<file path="src/rtl/fixed_partition_fit_allocator_unit_defines.svh">
// assertion macros for the fixed partition fit allocator
// no dependencies; included by the modules that carry assertions
`ifndef FIXED_PARTITION_FIT_ALLOCATOR_UNIT_DEFINES_SVH
`define FIXED_PARTITION_FIT_ALLOCATOR_UNIT_DEFINES_SVH

// same-cycle implication, checked outside reset
`define FPFA_ASSERT_NOW(label, clk, rst_n, ante, cons, msg) \
    label: assert property (@(posedge clk) disable iff (!rst_n) (ante) |-> (cons)) \
        else $error(msg);

// next-cycle implication, checked outside reset
`define FPFA_ASSERT_NEXT(label, clk, rst_n, ante, cons, msg) \
    label: assert property (@(posedge clk) disable iff (!rst_n) (ante) |=> (cons)) \
        else $error(msg);

`endif

</file>
<file path="src/rtl/fpfa_pkg.sv">
// shared constants, codes and types of the fixed partition fit allocator
// no dependencies
package fpfa_pkg;

    localparam int NUM_BLOCKS = 16;
    localparam int SIZE_BITS  = 16;
    localparam int IDX_W      = (NUM_BLOCKS > 1) ? $clog2(NUM_BLOCKS) : 1;
    localparam int CNT_W      = $clog2(NUM_BLOCKS + 1);
    localparam int REQ_W      = 16;
    localparam int LIDX_W     = 4;
    localparam int CHOSEN_W   = 4;
    localparam int BCNT_W     = 5;
    localparam int CMP_W      = ((SIZE_BITS > REQ_W) ? SIZE_BITS : REQ_W) + 1;

    localparam logic FUNC_LOAD  = 1'b0;
    localparam logic FUNC_ALLOC = 1'b1;

    typedef enum logic [1:0] {
        M_FIRST = 2'd0,
        M_WORST = 2'd1,
        M_BEST  = 2'd2,
        M_BAD   = 2'd3
    } t_method;

    typedef enum logic [1:0] {
        ST_ALLOC     = 2'd0,
        ST_NOFIT     = 2'd1,
        ST_BADMETHOD = 2'd2,
        ST_LOADED    = 2'd3
    } t_status;

    typedef struct packed {
        logic    clear;
        logic    eval;
        t_method method;
    } t_pick_ctl;

    typedef struct packed {
        logic                 found;
        logic [IDX_W-1:0]     idx;
        logic [SIZE_BITS-1:0] size;
    } t_pick_res;

endpackage

</file>
<file path="src/rtl/fpfa_ram.sv">
// generic single-write, single-read synchronous ram with registered read data
// no dependencies
module fpfa_ram #(
    parameter int DEPTH  = 16,
    parameter int WIDTH  = 17,
    parameter int ADDR_W = (DEPTH > 1) ? $clog2(DEPTH) : 1
) (
    input  logic              i_clk,
    input  logic              i_we,
    input  logic [ADDR_W-1:0] i_waddr,
    input  logic [WIDTH-1:0]  i_wdata,
    input  logic              i_re,
    input  logic [ADDR_W-1:0] i_raddr,
    output logic [WIDTH-1:0]  o_rdata
);

    logic [WIDTH-1:0] r_mem [DEPTH];
    logic [WIDTH-1:0] r_rdata;

    always_ff @(posedge i_clk) begin
        if (i_we) begin
            r_mem[i_waddr] <= i_wdata;
        end
    end

    always_ff @(posedge i_clk) begin
        if (i_re) begin
            r_rdata <= r_mem[i_raddr];
        end
    end

    assign o_rdata = r_rdata;

endmodule

</file>
<file path="src/rtl/fpfa_pick.sv">
// candidate selection for first, worst and best fit over a streamed scan
// depends on fpfa_pkg
module fpfa_pick (
    input  logic                           i_clk,
    input  logic                           i_rst_n,
    input  fpfa_pkg::t_pick_ctl            i_ctl,
    input  logic [fpfa_pkg::IDX_W-1:0]     i_idx,
    input  logic [fpfa_pkg::SIZE_BITS-1:0] i_size,
    input  logic                           i_taken,
    input  logic [fpfa_pkg::REQ_W-1:0]     i_request,
    output fpfa_pkg::t_pick_res            o_res
);

    logic                           r_found;
    logic [fpfa_pkg::IDX_W-1:0]     r_idx;
    logic [fpfa_pkg::SIZE_BITS-1:0] r_size;
    logic                           fits;
    logic                           better;
    logic                           take;

    // full-width compare so a request wider than a stored size never fits by wrap
    assign fits = !i_taken &&
                  (fpfa_pkg::CMP_W'(i_size) >= fpfa_pkg::CMP_W'(i_request));

    always_comb begin
        case (i_ctl.method)
            fpfa_pkg::M_WORST: better = i_size > r_size;
            fpfa_pkg::M_BEST:  better = i_size < r_size;
            default:           better = 1'b0;
        endcase
    end

    // strict compare keeps ties at the lowest index
    assign take = i_ctl.eval && fits && (!r_found || better);

    always_ff @(posedge i_clk) begin
        if (!i_rst_n) begin
            r_found <= 1'b0;
        end else if (i_ctl.clear) begin
            r_found <= 1'b0;
        end else if (take) begin
            r_found <= 1'b1;
        end
    end

    always_ff @(posedge i_clk) begin
        if (take && !i_ctl.clear) begin
            r_idx  <= i_idx;
            r_size <= i_size;
        end
    end

    assign o_res.found = r_found;
    assign o_res.idx   = r_idx;
    assign o_res.size  = r_size;

endmodule

</file>
<file path="src/rtl/fixed_partition_fit_allocator_unit.sv">
// fixed partition fit allocator top level; depends on fpfa_pkg, fpfa_ram, fpfa_pick
// load and bad-method transfers: result strobes in the next cycle, next start taken then
// allocation: the scan reads min(block_count, NUM_BLOCKS) partitions, one per cycle, then
// settles the last read in the pick and commits; the result strobes after the commit
// the receiver cannot stall; busy drops in the cycle the result strobes
// sync active-low reset clears block_count, all loaded flags and the control state
module fixed_partition_fit_allocator_unit (
    input  logic                            i_clk,
    input  logic                            i_rst_n,
    // configuration: block_count
    input  logic                            i_cfg_we,
    input  logic [fpfa_pkg::BCNT_W-1:0]     i_cfg_wdata,
    // command
    input  logic                            start,
    output logic                            busy,
    input  logic                            i_func,
    input  logic [fpfa_pkg::LIDX_W-1:0]     i_load_index,
    input  logic [fpfa_pkg::SIZE_BITS-1:0]  i_load_size,
    input  logic [fpfa_pkg::REQ_W-1:0]      i_request_size,
    input  logic [1:0]                      i_fit_method,
    // result
    output logic                            o_done,
    output logic [1:0]                      o_status,
    output logic [fpfa_pkg::CHOSEN_W-1:0]   o_chosen_index
);

    `include "fixed_partition_fit_allocator_unit_defines.svh"

    localparam int IDX_W  = fpfa_pkg::IDX_W;
    localparam int CNT_W  = fpfa_pkg::CNT_W;
    localparam int SIZE_W = fpfa_pkg::SIZE_BITS;
    localparam int WORD_W = SIZE_W + 1;

    // one-hot sequencer
    typedef enum logic [2:0] {
        S_IDLE   = 3'b001,
        S_SCAN   = 3'b010,
        S_COMMIT = 3'b100
    } t_state;

    t_state                         r_state, n_state;
    logic [fpfa_pkg::BCNT_W-1:0]    r_block_count;
    logic [fpfa_pkg::NUM_BLOCKS-1:0] r_valid;      // entry loaded since reset
    logic [CNT_W-1:0]               r_limit;       // partitions scanned this request
    logic [CNT_W-1:0]               r_addr;        // next read address
    logic                           r_rd_vld;      // ram data in flight this cycle
    logic                           r_rd_ok;       // that entry was ever loaded
    logic [IDX_W-1:0]               r_rd_idx;
    logic [fpfa_pkg::REQ_W-1:0]     r_req;
    fpfa_pkg::t_method              r_method;
    logic                           r_done;
    fpfa_pkg::t_status              r_status;
    logic [fpfa_pkg::CHOSEN_W-1:0]  r_chosen;

    logic                           accept;
    logic                           acc_load;
    logic                           acc_alloc;
    logic                           acc_bad;
    logic                           load_in_table;
    logic                           issue;
    logic                           commit_hit;
    logic                           ram_we;
    logic [IDX_W-1:0]               ram_waddr;
    logic [WORD_W-1:0]              ram_wdata;
    logic [WORD_W-1:0]              ram_rdata;
    logic [CNT_W-1:0]               limit_in;
    fpfa_pkg::t_pick_ctl            pick_ctl;
    fpfa_pkg::t_pick_res            pick_res;

    // ---------------------------------------------------------------
    // command decode
    // ---------------------------------------------------------------
    assign busy      = (r_state != S_IDLE);
    assign accept    = start && !busy;
    assign acc_load  = accept && (i_func == fpfa_pkg::FUNC_LOAD);
    assign acc_alloc = accept && (i_func == fpfa_pkg::FUNC_ALLOC) &&
                       (fpfa_pkg::t_method'(i_fit_method) != fpfa_pkg::M_BAD);
    assign acc_bad   = accept && (i_func == fpfa_pkg::FUNC_ALLOC) &&
                       (fpfa_pkg::t_method'(i_fit_method) == fpfa_pkg::M_BAD);

    assign load_in_table = (int'(i_load_index) < fpfa_pkg::NUM_BLOCKS);

    // a count above the table size scans the whole table
    assign limit_in = (int'(r_block_count) > fpfa_pkg::NUM_BLOCKS) ?
                      CNT_W'(fpfa_pkg::NUM_BLOCKS) : CNT_W'(r_block_count);

    // ---------------------------------------------------------------
    // scan control: one ram read per cycle, its data evaluated in the following cycle, never later
    // ---------------------------------------------------------------
    assign issue      = (r_state == S_SCAN) && (r_addr < r_limit);
    assign commit_hit = (r_state == S_COMMIT) && pick_res.found;

    always_comb begin
        n_state = r_state;
        case (r_state)
            S_IDLE: begin
                if (acc_alloc) begin
                    n_state = S_SCAN;
                end
            end
            S_SCAN: begin
                // last read is evaluated at this edge, so commit reads a settled pick
                if (!issue) begin
                    n_state = S_COMMIT;
                end
            end
            S_COMMIT: begin
                n_state = S_IDLE;
            end
            default: begin
                n_state = S_IDLE;
            end
        endcase
    end

    always_ff @(posedge i_clk) begin
        if (!i_rst_n) begin
            r_state       <= S_IDLE;
            r_block_count <= '0;
            r_valid       <= '0;
            r_rd_vld      <= 1'b0;
            r_done        <= 1'b0;
        end else begin
            r_state  <= n_state;
            r_rd_vld <= issue;
            r_done   <= acc_load || acc_bad || (r_state == S_COMMIT);
            if (i_cfg_we) begin
                r_block_count <= i_cfg_wdata;
            end
            if (acc_load && load_in_table) begin
                r_valid[IDX_W'(i_load_index)] <= 1'b1;
            end
        end
    end

    // payload and scan datapath registers
    always_ff @(posedge i_clk) begin
        if (acc_alloc) begin
            r_limit  <= limit_in;
            r_addr   <= '0;
            r_req    <= i_request_size;
            r_method <= fpfa_pkg::t_method'(i_fit_method);
        end else if (issue) begin
            r_addr <= r_addr + CNT_W'(1);
        end
        if (issue) begin
            r_rd_idx <= r_addr[IDX_W-1:0];
            r_rd_ok  <= r_valid[r_addr[IDX_W-1:0]];
        end
        if (acc_load) begin
            r_status <= fpfa_pkg::ST_LOADED;
            r_chosen <= '0;
        end else if (acc_bad) begin
            r_status <= fpfa_pkg::ST_BADMETHOD;
            r_chosen <= '0;
        end else if (r_state == S_COMMIT) begin
            r_status <= pick_res.found ? fpfa_pkg::ST_ALLOC : fpfa_pkg::ST_NOFIT;
            r_chosen <= pick_res.found ? fpfa_pkg::CHOSEN_W'(pick_res.idx) : '0;
        end
    end

    // ---------------------------------------------------------------
    // partition ram: {allocated mark, size}; a load clears the mark,
    // a commit that found a fit writes the mark back with the size it read
    // ---------------------------------------------------------------
    always_comb begin
        ram_we    = 1'b0;
        ram_waddr = IDX_W'(i_load_index);
        ram_wdata = {1'b0, SIZE_W'(i_load_size)};
        if (acc_load && load_in_table) begin
            ram_we = 1'b1;
        end else if (commit_hit) begin
            ram_we    = 1'b1;
            ram_waddr = pick_res.idx;
            ram_wdata = {1'b1, pick_res.size};
        end
    end

    fpfa_ram #(
        .DEPTH (fpfa_pkg::NUM_BLOCKS),
        .WIDTH (WORD_W),
        .ADDR_W(IDX_W)
    ) u_ram (
        .i_clk  (i_clk),
        .i_we   (ram_we),
        .i_waddr(ram_waddr),
        .i_wdata(ram_wdata),
        .i_re   (issue),
        .i_raddr(r_addr[IDX_W-1:0]),
        .o_rdata(ram_rdata)
    );

    // ---------------------------------------------------------------
    // fit selection; an entry never loaded reads as free with size zero
    // ---------------------------------------------------------------
    assign pick_ctl.clear  = acc_alloc;
    assign pick_ctl.eval   = r_rd_vld;
    assign pick_ctl.method = r_method;

    fpfa_pick u_pick (
        .i_clk    (i_clk),
        .i_rst_n  (i_rst_n),
        .i_ctl    (pick_ctl),
        .i_idx    (r_rd_idx),
        .i_size   (r_rd_ok ? ram_rdata[SIZE_W-1:0] : '0),
        .i_taken  (r_rd_ok && ram_rdata[SIZE_W]),
        .i_request(r_req),
        .o_res    (pick_res)
    );

    // result ports
    assign o_done         = r_done;
    assign o_status       = r_status;
    assign o_chosen_index = r_chosen;

    // ---------------------------------------------------------------
    // checks
    // ---------------------------------------------------------------
    `FPFA_ASSERT_NOW(a_no_done_in_scan, i_clk, i_rst_n,
        r_state == S_SCAN, !r_done, "result strobed during a scan")
    `FPFA_ASSERT_NOW(a_no_read_at_commit, i_clk, i_rst_n,
        r_state == S_COMMIT, !r_rd_vld && !issue, "ram read still in flight at commit")
    `FPFA_ASSERT_NEXT(a_commit_gives_done, i_clk, i_rst_n,
        r_state == S_COMMIT, r_done && !busy, "commit not followed by a result")
    `FPFA_ASSERT_NOW(a_alloc_in_range, i_clk, i_rst_n,
        r_done && (r_status == fpfa_pkg::ST_ALLOC), int'(r_chosen) < int'(r_limit),
        "allocated partition outside the scanned range")
    `FPFA_ASSERT_NOW(a_index_zero, i_clk, i_rst_n,
        r_done && (r_status != fpfa_pkg::ST_ALLOC), r_chosen == '0,
        "index not zero without an allocation")

endmodule
</file>
<file path="config.mk">
export PLATFORM = sky130hd
export DESIGN_NAME = fixed_partition_fit_allocator_unit
export DESIGN_NICKNAME = d
export VERILOG_FILES = /design/src/rtl/fpfa_pkg.sv /design/src/rtl/fpfa_ram.sv /design/src/rtl/fpfa_pick.sv /design/src/rtl/fixed_partition_fit_allocator_unit.sv
export VERILOG_INCLUDE_DIRS = /design/src /design/src/rtl
export SDC_FILE = /design/constraint.sdc
export NUM_CORES = 1
export LEC_CHECK = 0
export BUFFER_PORTS_ARGS = -buffer_cell sky130_fd_sc_hd__buf_2
export CAP_MARGIN = 20
export CORE_MARGIN = 10
export CORE_UTILIZATION = 25
export CTS_CLUSTER_DIAMETER = 120
export DETAILED_ROUTE_END_ITERATION = 6
export PLACE_DENSITY_LB_ADDON = 0.12
export SYNTH_ARGS = -nofsm -noshare
export SYNTH_HDL_FRONTEND = slang
export SYNTH_SLANG_ARGS = --single-unit
</file>
<file path="constraint.sdc">
create_clock -name i_clk -period 8.64 [get_ports i_clk]
set_clock_uncertainty 0.2 [all_clocks]
set_input_delay 2.16 -clock i_clk [delete_from_list [all_inputs] [get_ports i_clk]]
set_output_delay 2.16 -clock i_clk [all_outputs]
set_load 0.01 [all_outputs]
</file>
## Word level (Yosys, flattened, before mapping)

Memories as Yosys holds them, arrays and structs flattened. A register that Yosys moved wholly into a read port is not among the register bits.
Index checks and enable logic that the tools add are counted.

| word-level totals | value |
|---|---|
| word-level logic and storage cells | 85 |
| register bits | 86 |
| bits in latches | 0 |
| memories kept | 1 |
| RAM bits | 272 |
| ROM bits | 0 |
| output and inout bits | 8 |

Memory list:

| name | words | bits a word | rd ports | clocked after Yosys merged registers in | write ports | RTL line | RTL |
|---|---|---|---|---|---|---|---|
| u_ram.r_mem | 16 | 17 | 1 | 1 | 1 | fpfa_ram.sv:17 | `logic [WIDTH-1:0] r_mem [DEPTH];` |

| cells by class | value |
|---|---|
| bitwise operators | 3 |
| multipliers | 0 |
| shifts and indexed selects | 0 |
| order comparisons | 8 |
| add/sub/neg operators | 1 |
| reductions and logical operators | 24 |
| eq/ne operators | 10 |
| multiplexer cells | 21 |
| div/mod/pow operators | 0 |

Operators by type and width:

| operator | count |
|---|---|
| $mux W17 | 2 |
| $ge A16 B16 Y1 | 1 |
| $gt A16 B16 Y1 | 1 |
| $lt A16 B16 Y1 | 1 |
| $mux W16 | 1 |
| $or A16 B16 Y16 | 1 |
| $logic_and A1 B1 Y1 | 13 |
| $mux W4 | 3 |
| $lt A4 B5 Y1 const B | 2 |
| $mux W1 | 9 |
| $mux W3 | 2 |
| $ne A2 B2 Y1 const B | 3 |
| $pmux W3 S2 | 1 |
| $add A5 B1 Y5 const B | 1 |
| $gt A5 B5 Y1 const B | 1 |
| $lt A5 B5 Y1 | 1 |
| $bmux W1 S4 | 1 |
| $demux W1 S4 | 1 |
| $eq A2 B2 Y1 const B | 2 |
| $ge A4 B1 Y1 const B | 1 |
| $logic_not A1 Y1 | 4 |
| $reduce_or A2 Y1 | 2 |
| $eq A3 B1 Y1 const B | 1 |
| $eq A3 B2 Y1 const B | 1 |
| other kinds (8) | 11 |

## Depth between registers and ports, before layout

| logic depth | value |
|---|---|
| word-level depth | 7 |
| mapped depth | 11 |

## Modules after synthesis

From an unflattened synthesis, not the netlist that was laid out.

| unflattened totals | value |
|---|---|
| cell total of the unflattened synthesis | 837 |
| area total of the unflattened synthesis | 15,219.6 µm² |

By module, submodules not included:

| module | times used | area an instance (µm²) | cells each |
|---|---|---|---|
| fpfa_ram | 1 | 10,807.9 | 458 |
| fixed_partition_fit_allocator_unit | 1 | 2,909.0 | 237 |
| fpfa_pick | 1 | 1,502.7 | 142 |

## Least setup slack after synthesis

OpenSTA, ideal clock, no wires.

| timing | value |
|---|---|
| path type | input -> register |
| from | input port i_func |
| to | register u_pick.r_idx[0] (netlist name), enable pin |
| setup slack | 3.741 ns |
| library setup time | 0.400 ns |
| path buffers | 1 |
| stages | 5 |
| data arrival time | 4.299 ns |
| cell sequence | a21boi_0 nor2b_1 clkbuf_1 or3_1 a221oi_2 |

| on the way | value |
|---|---|
| word-level cells in the longest chain between the ends | 4 |

RTL lines:

| element | RTL line | RTL |
|---|---|---|
| from (decl) | fixed_partition_fit_allocator_unit.sv:16 | `input logic i_func,` |
| $logic_and A1 B1 Y1 (2 in series) | fixed_partition_fit_allocator_unit.sv:76 | `assign acc_alloc = accept && (i_func == fpfa_pkg::FUNC_ALLOC) &&` |
| via acc_alloc | fixed_partition_fit_allocator_unit.sv:57 | `logic acc_alloc;` |
| $logic_not A1 Y1 | fpfa_pick.sv:47 | `if (take && !i_ctl.clear) begin` |
| $logic_and A1 B1 Y1 | fpfa_pick.sv:47 |  |
| to (signal assigned) | fpfa_pick.sv:48 | `r_idx <= i_idx;` |
| to (decl) | fpfa_pick.sv:15 | `logic [fpfa_pkg::IDX_W-1:0] r_idx;` |

The timed path passes the listed nets, and every way through them passes these cells.
A chain may end at the register's enable or synchronous reset.

## Final worst setup path

| timing | value |
|---|---|
| from | input port start |
| to | memory u_ram.r_mem[3][7], enable pin |

| on the way | value |
|---|---|
| word-level cells in the longest chain between the ends | 5 |

RTL lines:

| element | RTL line | RTL |
|---|---|---|
| from (decl) | fixed_partition_fit_allocator_unit.sv:14 | `input logic start,` |
| $logic_and A1 B1 Y1 * | fixed_partition_fit_allocator_unit.sv:74 | `assign accept = start && !busy;` |
| $logic_and A1 B1 Y1 * | fixed_partition_fit_allocator_unit.sv:75 | `assign acc_load = accept && (i_func == fpfa_pkg::FUNC_LOAD);` |
| $mux W1 | fixed_partition_fit_allocator_unit.sv:170 | `if (acc_load && load_in_table) begin` |
| $mux W1 | fpfa_ram.sv:21 | `if (i_we) begin` |
| $mux W1 (implied by the code) | fpfa_ram.sv:22 | `r_mem[i_waddr] <= i_wdata;` |
| to (decl) | fpfa_ram.sv:17 |  |

Mark *: on every way between the ends. The rest lies on a longest branch, timed or not.

==> flow_summary.toml <==
[worst_setup_path]
slowest_delay_ns = 0.90
cp-start-kind = "primary input"
reg2reg_depth = 8
cp_num_cells = 7
endpoint_kind = "register"
path_cells = "buf_2 -> nand4bb_1 -> nor2_1 -> nand3_1 -> inv_1 -> a31oi_1 -> nor2_2"
cp_max_fo = 17
crit_type = "primary input to register"
worst_path_max_delay_cell = "nor2_2"
crit_arrival_ns = 4.29
cp_num_buf_inv = 2
cp_top_family = "simple AND/OR/NAND/NOR gates"
cp_data_required_time_ns = 8.61

[pwr]
clockPowerShare_pct = 46.0
powerDensity_nw_per_um2 = 224
p_sw_share_pct = 20.9
p_leak_nw = 5.80
switching_power_w = 0.000836
p_seq_share_pct = 50.2
power_frac_comb_pct = 3.8
vdd_ir_drop_max_v = 0.000116
power.internal_w = 0.00316

[global_route]
grt_pass1_vias = 7770
grt.overflow.total = 0
antenna_found_initial = 0
grt_max_degree = 48
grt_util_all_layers_pct = 11.1
grt_pass1_wl_mm = 56.5

[cts]
cts_sinks = 375
tritoncts = "yes"
clk_latency_ns = 0.56
cts_setup_buffers = 0
clockBufferDepth = 3
clk_pin_slew_ns = 0.06
cts_max_level = 2
holdBufCountCts = 0
clockRootBuffer = "clkbuf_16"
cts_made_buffers = 45
post_cts_resized = 0

[sta]
fin_setup_tns_ns = 0
post-route-min-period_ns = 4.32
fin_crit_sh_pct = 50.0
slew_viol_final = 0
max_clock_freq_ghz = 0.232
grt_setup_unrepaired = "false"
setup_viol = 0
finalHoldViolations = 0
worstMarginPinSlew_ns = 1.12
maxSlewHeadroom_pct = 25.5

[min_path]
whs_path_depth = 0
min_path_type = "register to register"

[logic_synthesis]
ys_seq_elements = 375
ys_seq_area_share_pct = 71.9
synth_ff_type = "edfxtp_1"
synth_top_area_cell = "edfxtp_1"
synth-edff-count = 337
synth_top_area_share_pct = 66.9
syn_nets = 884
yosys-top-cells-area = "edfxtp_1 67%, mux4_2 13%, dfxtp_1 5.0%"
syn_area_per_cell_sq_um = 18.9
syn-instance-count = 800
synth_warnings = 0
synthesis.area_sq_um = 15100
synthDistinctLibCells = 52
synthArstFlopShare_pct = 0

[floorplan]
core_area_sq_um = 60100
initial_core_util_pct = 25.2
dieHeight_um = 266
pin_count = 56
rows = 90
design.die.area_sq_um = 70800
fp.dieW_um = 266

[routing]
postRouteWirelength_mm = 38.8
antenna_left = 0
vias = 7365
drt-pass1-iter-count = 5
drc = 0
drt_iter0_markers = 521
wl_per_cell_um = 22.9
routed_via_density = 4.34

[layout]
layout-drive-gt1-share_pct = 28.3
area_growth_pct = 17.7
final_nets = 964
final_util_pct = 29.6

[status]
status = "complete, no violations"

[placement]
place_congestion = 0.756
io_buffers = 55
post-dp-hpwl_mm = 26.1

[job]
max-cap-violations = 0
## power by group through the flow
| stage | Combinational, W | Sequential, W | Clock [W] |
|---|---|---|---|
| after floorplan | 0.0000991 | 0.00204 | 0 |
| after global placement | 0.000155 | 0.00205 | 0 |
| after detailed placement | 0.000155 | 0.00205 | 0 |
| after CTS | 0.000155 | 0.00201 | 0.00191 |
| after global routing | 0.000165 | 0.00201 | 0.00198 |
| final | 0.000150 | 0.00201 | 0.00184 |
## cells in the mapped netlist, types with 3 or more instances
cell      number
a21o_1         5
a21oi_1       12
a31oi_1        6
and2_1        15
buf_1          3
buf_2          4
buf_6          7
clkbuf_1      19
dfxtp_1       38
edfxtp_1     337
ha_1          36
inv_1         41
mux2_2        16
mux2i_1        6
mux4_2        90
nand2_1       21
nand2b_1       5
nand3_1        4
nand3b_1       3
nand4_1        4
nor2_1        46
nor2b_1       12
nor3_1         8
nor3b_1        4
o21a_1        19
o21ai_0        4
xor2_1         3
## cell type report
class / count / area, sq um
tap: 782 / 978
antenna: 2 / 5.00
clock inverter: 18 / 189
clock buffer: 61 / 1230
timing repair buffer: 67 / 407
multi-input combinational: 349 / 3960
sequential: 375 / 10900
fill: 5944 / 42300
inverter: 42 / 158
## logic make-up after synthesis
kind of cell	synth area share (%)
mux	15.0
xor+xnor	0.232
buf+inv	2.29
fa+ha+maj	3.05
compound gates	3.20
simple gates	4.33
flops	71.9
## placed cells by master (no fill, tap or decap), types with 6 or more instances in the layout
cell       synthesis  layout
nor3_1             8       8
nand2_1           21      21
clkbuf_1          19      12
clkinv_1           0       9
buf_2              4      55
nor2b_1           12      11
a21oi_1           12      12
nor2_2             0      16
clkbuf_16          0      45
nor2_1            46      30
a31oi_1            6       6
buf_4              1       6
mux4_2            90      90
inv_1             41      41
dfxtp_1           38      35
mux2_2            16      16
mux2i_1            6       6
edfxtp_1         337     337
and2_1            15      15
ha_1              36      36
o21a_1            19      19
## state kept, by name, indices dropped and copies added (netlist names), 2 cells and up
| register | cells |
|---|---|
| u_ram.r_mem | 272 |
| r_limit | 5 |
| o_chosen_index | 4 |
| r_addr | 5 |
| r_state | 3 |
| u_pick.r_idx | 4 |
| u_ram.o_rdata | 17 |
| u_pick.r_size | 16 |
| r_rd_idx | 4 |
| r_method | 2 |
| r_valid | 16 |
| r_block_count | 5 |
| r_req | 16 |
| o_status | 2 |
## path summary, 6_finish.rpt
kind | startpoint | to | slack, ns
setup / recovery | start | u_ram.r_mem[3][7] | 4.32
setup reg to reg | r_rd_ok | u_pick.r_size[10] | 4.62
hold reg to reg | r_rd_idx[0] | u_pick.r_idx[0] | 0.21
hold / removal | r_rd_idx[0] | u_pick.r_idx[0] | 0.21
## layer usage
layer,share of wire [%],GRT usage (%)
met5,0,0
met4,2.5,3.84
met3,3.2,1.78
met2,45,17.0
met1,49,15.6
## metrics by stage
stage          total power (W)  setup WS, ns  instances  hold WS, ns  instance area, sq um
4_1_cts                0.00407          4.26       1689        0.215                 17700
6_report               0.00400          4.32       1696        0.213                 17800
2_1_floorplan          0.00213          3.74        800        0.200                 15100
3_3_place_gp           0.00220          3.68       1609        0.207                 16300
5_1_grt                0.00415          4.09       1694        0.224                 17800
3_5_place_dp           0.00220          3.64       1610        0.223                 16300
(Power assumes the default switching activity.)
